<file path="config.mk">
export PLATFORM = sky130hd
export DESIGN_NAME = arp_cache_with_aging
export DESIGN_NICKNAME = d
export VERILOG_FILES = /design/src/rtl/core/arpc_pkg.sv /design/src/rtl/core/arpc_table.sv /design/src/rtl/core/arp_cache_with_aging.sv
export SDC_FILE = /design/constraint.sdc
export NUM_CORES = 2
export LEC_CHECK = 0
export BUFFER_PORTS_ARGS = -buffer_cell sky130_fd_sc_hd__buf_2
export CORE_UTILIZATION = 62
export DETAILED_ROUTE_END_ITERATION = 10
export PLACE_DENSITY = 0.8
export SLEW_MARGIN = 10
export SYNTH_ARGS = -nofsm -noshare
export SYNTH_HDL_FRONTEND = slang
export SYNTH_SLANG_ARGS = --single-unit
</file>
<file path="constraint.sdc">
create_clock -name i_clk -period 7.15 [get_ports i_clk]
set_input_delay 1.0725 -clock i_clk [delete_from_list [all_inputs] [get_ports i_clk]]
set_output_delay 1.0725 -clock i_clk [all_outputs]
set_load 0.005 [all_outputs]
</file>
<file path="src/rtl/core/arpc_pkg.sv">
// ----------------------------------------------------------------------------
// ARP cache package
// Shared sizes, function codes and record types of the ARP cache with aging.
// ----------------------------------------------------------------------------
package arpc_pkg;

    // Table geometry.
    localparam int CACHE_SLOTS = 16;
    localparam int IDX_W       = (CACHE_SLOTS > 1) ? $clog2(CACHE_SLOTS) : 1;
    localparam int CNT_W       = IDX_W + 1;

    // Field widths.
    localparam int FUNC_W = 2;
    localparam int IP_W   = 32;
    localparam int MAC_W  = 48;
    localparam int AGE_W  = 8;

    // Reset value of the age limit register.
    localparam logic [AGE_W-1:0] AGE_LIMIT_RESET = 8'd15;

    // Function codes of an input transaction.
    localparam logic [FUNC_W-1:0] FUNC_LEARN  = 2'd0;
    localparam logic [FUNC_W-1:0] FUNC_LOOKUP = 2'd1;
    localparam logic [FUNC_W-1:0] FUNC_TICK   = 2'd2;
    localparam logic [FUNC_W-1:0] FUNC_UNUSED = 2'd3;

    // One stored table entry.
    typedef struct packed {
        logic [IP_W-1:0]  ip;
        logic [MAC_W-1:0] mac;
        logic [AGE_W-1:0] age;
    } t_entry;

    // Write command into the entry memory.
    typedef struct packed {
        logic             en;
        logic [IDX_W-1:0] addr;
        t_entry           data;
    } t_wr;

    // Update of the valid flags at the processed slot.
    typedef struct packed {
        logic set;
        logic clr;
    } t_vop;

endpackage

</file>
<file path="src/rtl/core/arpc_table.sv">
// ----------------------------------------------------------------------------
// ARP cache table
// Entry memory with registered synchronous read, plus per-slot valid flags.
// ----------------------------------------------------------------------------
module arpc_table
    import arpc_pkg::*;
(
    input  logic             i_clk,
    input  logic             i_rst_n,
    input  logic [IDX_W-1:0] i_rd_addr,
    output t_entry           o_rd_data,
    input  t_wr              i_wr,
    input  logic [IDX_W-1:0] i_slot_idx,
    input  t_vop             i_vop,
    output logic             o_slot_valid
);

    t_entry                 mem [CACHE_SLOTS];
    logic [CACHE_SLOTS-1:0] r_valid;

    // Entry memory: registered read, single write port.
    always_ff @(posedge i_clk) begin
        if (i_wr.en) begin
            mem[i_wr.addr] <= i_wr.data;
        end
        o_rd_data <= mem[i_rd_addr];
    end

    // Valid flags are cleared at reset; only they decide whether an entry counts.
    always_ff @(posedge i_clk) begin
        if (!i_rst_n) begin
            r_valid <= '0;
        end else if (i_vop.set) begin
            r_valid[i_slot_idx] <= 1'b1;
        end else if (i_vop.clr) begin
            r_valid[i_slot_idx] <= 1'b0;
        end
    end

    assign o_slot_valid = r_valid[i_slot_idx];

endmodule

</file>
<file path="src/rtl/core/arp_cache_with_aging.sv">
// ----------------------------------------------------------------------------
// ARP cache with aging
// IP-to-MAC cache with learn, lookup and tick-driven aging over a slot table.
// ----------------------------------------------------------------------------
// Usage:
// An input transaction carries a function code, an IP address and a MAC
// address. Learn stores the pair in the lowest free slot with age zero, or
// flags learn_dropped when the table is full. Lookup returns hit and the MAC
// of the matching valid slot with the greatest age (lower slot on a tie).
// Tick ages every valid slot and frees those at or above the age limit. Every
// input transaction yields exactly one output transaction.
// Each item walks the slot table through the entry memory, one slot per
// cycle. A lookup, a tick or a dropped learn walks every slot; a learn that
// takes a slot ends its walk there, and the unused code goes straight to
// the result. One item is in work at a time; the input stalls while a walk
// is in progress.
// The result sits in an output register, so the next item is accepted while
// it waits; a stalled receiver holds the result steady and a finished walk
// waits for the register to free up.
// Synchronous reset empties the table at once (valid flags only) and loads
// the age limit with 15. The user must write the age limit over its own
// channel only while the block is idle; the block does not enforce this.
// ----------------------------------------------------------------------------
module arp_cache_with_aging
    import arpc_pkg::*;
(
    input  logic              i_clk,
    input  logic              i_rst_n,
    // Input channel
    input  logic              i_in_valid,
    output logic              o_in_stall,
    input  logic [FUNC_W-1:0] i_func,
    input  logic [IP_W-1:0]   i_ip_address,
    input  logic [MAC_W-1:0]  i_mac_address,
    // Output channel
    output logic              o_out_valid,
    input  logic              i_out_stall,
    output logic              o_hit,
    output logic [MAC_W-1:0]  o_found_mac,
    output logic              o_learn_dropped,
    // Configuration channel
    input  logic              i_cfg_valid,
    output logic              o_cfg_ready,
    input  logic [AGE_W-1:0]  i_cfg_data
);

    localparam logic [1:0] ST_IDLE   = 2'd0;
    localparam logic [1:0] ST_SCAN   = 2'd1;
    localparam logic [1:0] ST_RESULT = 2'd2;

    localparam logic [IDX_W-1:0] LAST_IDX  = IDX_W'(CACHE_SLOTS - 1);
    localparam logic [CNT_W-1:0] CNT_SLOTS = CNT_W'(CACHE_SLOTS);

    // Control registers
    logic [1:0]       r_state, n_state;
    logic [CNT_W-1:0] r_cnt, n_cnt;
    logic             r_pval, n_pval;
    logic             r_out_valid, n_out_valid;
    logic [AGE_W-1:0] r_age_limit;

    // Payload registers
    logic [FUNC_W-1:0] r_func, n_func;
    logic [IP_W-1:0]   r_ip, n_ip;
    logic [MAC_W-1:0]  r_mac, n_mac;
    logic [IDX_W-1:0]  r_pidx, n_pidx;
    logic              r_have, n_have;
    logic [AGE_W-1:0]  r_best_age, n_best_age;
    logic [MAC_W-1:0]  r_best_mac, n_best_mac;
    logic              r_dropped, n_dropped;
    logic              r_out_hit, n_out_hit;
    logic [MAC_W-1:0]  r_out_mac, n_out_mac;
    logic              r_out_drop, n_out_drop;

    // Table interface
    logic [IDX_W-1:0] rd_addr;
    t_entry           rd_data;
    t_wr              wr;
    t_vop             vop;
    logic             slot_valid;

    logic in_accept;
    logic out_free;
    logic in_range;
    logic last;

    arpc_table u_table (
        .i_clk        (i_clk),
        .i_rst_n      (i_rst_n),
        .i_rd_addr    (rd_addr),
        .o_rd_data    (rd_data),
        .i_wr         (wr),
        .i_slot_idx   (r_pidx),
        .i_vop        (vop),
        .o_slot_valid (slot_valid)
    );

    assign o_in_stall  = (r_state != ST_IDLE);
    assign in_accept   = i_in_valid && !o_in_stall;
    assign out_free    = !r_out_valid || !i_out_stall;
    assign o_cfg_ready = 1'b1;
    assign in_range    = (r_cnt < CNT_SLOTS);
    assign last        = (r_pidx == LAST_IDX);

    // Sequencer: reads one slot per cycle and processes it in the next cycle.
    always_comb begin
        n_state     = r_state;
        n_cnt       = r_cnt;
        n_pval      = r_pval;
        n_out_valid = r_out_valid;
        n_func      = r_func;
        n_ip        = r_ip;
        n_mac       = r_mac;
        n_pidx      = r_pidx;
        n_have      = r_have;
        n_best_age  = r_best_age;
        n_best_mac  = r_best_mac;
        n_dropped   = r_dropped;
        n_out_hit   = r_out_hit;
        n_out_mac   = r_out_mac;
        n_out_drop  = r_out_drop;
        rd_addr     = '0;
        wr          = '0;
        vop         = '0;

        // The receiver takes the pending result.
        if (r_out_valid && !i_out_stall) begin
            n_out_valid = 1'b0;
        end

        case (r_state)
            ST_IDLE: begin
                if (in_accept) begin
                    n_func     = i_func;
                    n_ip       = i_ip_address;
                    n_mac      = i_mac_address;
                    n_cnt      = '0;
                    n_pval     = 1'b0;
                    n_have     = 1'b0;
                    n_best_age = '0;
                    n_best_mac = '0;
                    n_dropped  = 1'b0;
                    n_state    = (i_func == FUNC_UNUSED) ? ST_RESULT : ST_SCAN;
                end
            end
            ST_SCAN: begin
                // Issue the read of the next slot.
                rd_addr = in_range ? r_cnt[IDX_W-1:0] : '0;
                n_pval  = in_range;
                n_pidx  = r_cnt[IDX_W-1:0];
                n_cnt   = in_range ? r_cnt + CNT_W'(1) : r_cnt;

                // Process the slot whose data has just arrived.
                if (r_pval) begin
                    case (r_func)
                        FUNC_LEARN: begin
                            if (!slot_valid) begin
                                wr.en       = 1'b1;
                                wr.addr     = r_pidx;
                                wr.data.ip  = r_ip;
                                wr.data.mac = r_mac;
                                wr.data.age = '0;
                                vop.set     = 1'b1;
                                n_state     = ST_RESULT;
                            end else if (last) begin
                                n_dropped = 1'b1;
                                n_state   = ST_RESULT;
                            end
                        end
                        FUNC_LOOKUP: begin
                            if (slot_valid && (rd_data.ip == r_ip) &&
                                (!r_have || (rd_data.age > r_best_age))) begin
                                n_have     = 1'b1;
                                n_best_age = rd_data.age;
                                n_best_mac = rd_data.mac;
                            end
                            if (last) begin
                                n_state = ST_RESULT;
                            end
                        end
                        FUNC_TICK: begin
                            if (slot_valid) begin
                                if (rd_data.age >= r_age_limit) begin
                                    vop.clr = 1'b1;
                                end else begin
                                    wr.en       = 1'b1;
                                    wr.addr     = r_pidx;
                                    wr.data.ip  = rd_data.ip;
                                    wr.data.mac = rd_data.mac;
                                    wr.data.age = rd_data.age + AGE_W'(1);
                                end
                            end
                            if (last) begin
                                n_state = ST_RESULT;
                            end
                        end
                        default: begin
                            n_state = ST_RESULT;
                        end
                    endcase
                end
            end
            ST_RESULT: begin
                // Hand the result to the output register once it is free.
                if (out_free) begin
                    n_out_valid = 1'b1;
                    n_out_hit   = r_have;
                    n_out_mac   = r_best_mac;
                    n_out_drop  = r_dropped;
                    n_state     = ST_IDLE;
                end
            end
            default: begin
                n_state = ST_IDLE;
            end
        endcase
    end

    // Control state with synchronous reset.
    always_ff @(posedge i_clk) begin
        if (!i_rst_n) begin
            r_state     <= ST_IDLE;
            r_cnt       <= '0;
            r_pval      <= 1'b0;
            r_out_valid <= 1'b0;
            r_age_limit <= AGE_LIMIT_RESET;
        end else begin
            r_state     <= n_state;
            r_cnt       <= n_cnt;
            r_pval      <= n_pval;
            r_out_valid <= n_out_valid;
            if (i_cfg_valid && o_cfg_ready) begin
                r_age_limit <= i_cfg_data;
            end
        end
    end

    // Payload registers need no reset.
    always_ff @(posedge i_clk) begin
        r_func     <= n_func;
        r_ip       <= n_ip;
        r_mac      <= n_mac;
        r_pidx     <= n_pidx;
        r_have     <= n_have;
        r_best_age <= n_best_age;
        r_best_mac <= n_best_mac;
        r_dropped  <= n_dropped;
        r_out_hit  <= n_out_hit;
        r_out_mac  <= n_out_mac;
        r_out_drop <= n_out_drop;
    end

    assign o_out_valid     = r_out_valid;
    assign o_hit           = r_out_hit;
    assign o_found_mac     = r_out_mac;
    assign o_learn_dropped = r_out_drop;

endmodule

</file>
==> impl_metrics.py <==
metrics = {
    "route": {
        "wl_per_cell_um": 29.3,
        "drtAntennaViolNets": 0,
        "drtIter0Drc": 5581,
        "num_vias": 38500,
        "via_per_inst": 6.91,
        "drc": 0,
        "firstDrtPassIters": 6,
        "routed_wl_um": 163000,
    },
    "critical_path": {
        "worstPathMaxFanout": 65,
        "crit_arrival_ns": 4.95,
        "critPathKind": "reg2reg",
        "crit_path_end_kind": "register",
        "required_ns": 7.55,
        "start_kind": "register",
    },
    "clock_network": {
        "cts_root_buffer": "clkbuf_16",
        "cts.sinks": 1723,
        "clk_pin_slew_ns": 0.06,
        "cts_resized": 0,
        "post_cts_buffers": 0,
        "cts_htree_levels": 4,
        "cts.path.max_buffers": 3,
        "hold_buffers": 0,
        "tritoncts": "done",
        "cts_buffers": 164,
        "insertion_delay_ns": 0.79,
    },
    "sta": {
        "fmax_ghz": 0.220,
        "drv_slew": 0,
        "max_slew_margin": 0.146,
        "fin_setup_tns_ns": 0,
        "min_period_ns": 4.55,
        "min_period_over_period": 0.637,
        "setup_violations": 0,
        "skew_ns": 0.0360,
        "rsz0062_at_grt": "false",
        "worst_slew_pin_slew_ns": 1.28,
        "hold_viol": 0,
    },
    "yosys": {
        "synth_edf_count": 1602,
        "seq_area_frac_synth": 0.781,
        "synth.most_common_cell": "edfxtp_1",
        "netlist_instances": 3950,
        "synthesis.area_um2": 64700,
        "ys_dominant_reg_cell": "edfxtp_1",
        "yosys-top-cells-area": "edfxtp_1, a211oi_1, dfxtp_1",
        "async_flop_share": 0,
        "yosys_warnings": 0,
        "syn_nets": 4067,
        "yosys.area.top_type": "edfxtp_1",
        "synth_top_area_share": 0.744,
        "synth.distinct_cells": 60,
        "synthTopCellsByCount": "edfxtp_1, nand2_1, a211oi_1",
        "syn_avg_cell_area_um2": 16.4,
        "ys_ff_latch": 1723,
    },
    "die": {
        "die_x_um": 325,
        "rows": 118,
        "initial_core_util": 0.625,
        "ios": 148,
        "die_h_um": 325,
        "core_um2": 103000,
        "dieArea_um2": 106000,
    },
    "power": {
        "ir_drop_uv": 294,
        "powerDensity_nw_per_um2": 298,
        "fin_total_pwr_mw": 21.6,
        "p_leak_nw": 23.4,
    },
    "cells_and_area": {
        "post-route-util": 0.699,
        "instances_no_fill": 5573,
        "fin_nets": 4169,
        "antennaDiodeCount": 0,
        "drive_gt1_frac": 0.119,
        "area_growth_pct": 11.8,
        "design_area_um2": 72400,
    },
    "placement": {
        "placed_area_um2": 66900,
        "hpwlAfterDp_um": 75200,
        "numPlacedInstances": 5265,
        "place_congestion": 0.814,
        "port_buffers": 146,
    },
    "global_routing": {
        "antenna_found_initial": 3,
        "grt_pass1_wl_um": 240000,
        "grt_max_degree": 177,
        "grt_pass1_vias": 38000,
        "grt_usage": 0.306,
        "grt.overflow.total": 0,
    },
    "flow_run": {
        "drv_cap": 0,
    },
    "hold_path": {
        "hp-class": "reg2reg",
    },
    "status": {
        "status": "finished, final reports clean",
    },
}
## cells in the final DEF, fill, tap and decap left out, types with 5 or more instances in the layout
cell type  count
edfxtp_1    1602
nand2_1      387
a211oi_1     354
o22ai_1      353
and3_1       181
mux2i_1      181
clkbuf_16    166
buf_2        146
dfxtp_1      120
or4_1         88
a22o_1        80
and2_1        59
clkbuf_1      54
buf_4         42
xnor2_1       32
clkinv_2      30
ha_1          22
clkbuf_8      22
buf_12        22
inv_1         21
nor2_1        19
nand4_1       19
nor2_4        17
nand3_1       16
o31ai_1       12
clkinv_1      10
bufinv_16     10
a21oi_1        9
xor2_1         8
o21ai_0        7
nor4b_1        7
nor2b_1        6
nand2b_1       5
## cell type report
cell class              instances  area, µm²
clock inverters                65        743
clock buffers                 242       4660
multi-input cells            1928      13100
well taps                    1380       1730
inverters                      23       88.8
fillers                      6093      31100
flip-flops and latches       1723      50500
repair buffers                212       1530
## final timing paths
check	slack, ns	cells after the start	start	endpoint
worst max-delay path	2.60	8	u_table.o_rd_data[0]	u_table.mem[15][19]
worst min register to register	0.41	0	r_best_mac[20]	o_found_mac[20]
worst min-delay path	0.41	0	r_best_mac[20]	o_found_mac[20]
worst max register to register	2.60	8	u_table.o_rd_data[0]	u_table.mem[15][19]
## critical path, stage by stage, from the launching register on
cell       delay (ns)
dfxtp_1          0.42
inv_1            0.11
ha_1             0.27
nand2b_1         0.15
a2111oi_1        0.63
o311ai_1         0.28
mux2_2           0.67
nor2_4           1.00
buf_12           0.53
## routing by layer
metal  track usage  routed length, µm  vias to the layer above
li1              -                  -                    16000
met5             0                  0                        -
met2         0.489              78000                     2933
met3        0.0547              18700                      475
met4         0.126               6630                        0
met1         0.420              59700                    19100
## state kept, by name, indices dropped and copies added (netlist names), 2 cells and up, named ones only
name               count
r_ip                  32
r_state                2
r_func                 2
r_age_limit            8
r_pidx                 4
r_cnt                  5
r_best_mac            48
u_table.o_rd_data     88
r_best_age             8
r_mac                 48
u_table.mem         1408
o_found_mac           48
## logic make-up after synthesis
kind of cell    Yosys count  synth area share
xor+xnor                 40           0.00542
mux                     187            0.0297
other cells               1         0.0000580
simple gates            833            0.0667
fa+ha+maj                22           0.00425
flops                  1723             0.781
buf+inv                 299            0.0203
compound gates          845            0.0925
## stage by stage
stage / hold slack, ns / setup slack [ns]
2_1_floorplan: 0.400 / 0.754
3_3_place_gp: 0.401 / 2.53
3_5_place_dp: 0.405 / 2.72
4_1_cts: 0.413 / 2.66
5_1_grt: 0.419 / 2.47
6_report: 0.413 / 2.60
## report_power, final
part	leakage [nW]	total [mW]	internal (mW)	switching [mW]
clock	2.65	8.66	4.92	3.74
sequential	16.9	11.6	11.3	0.228
combinational	3.86	1.35	0.430	0.920
Note: power is estimated with default switching activity, not from simulation.
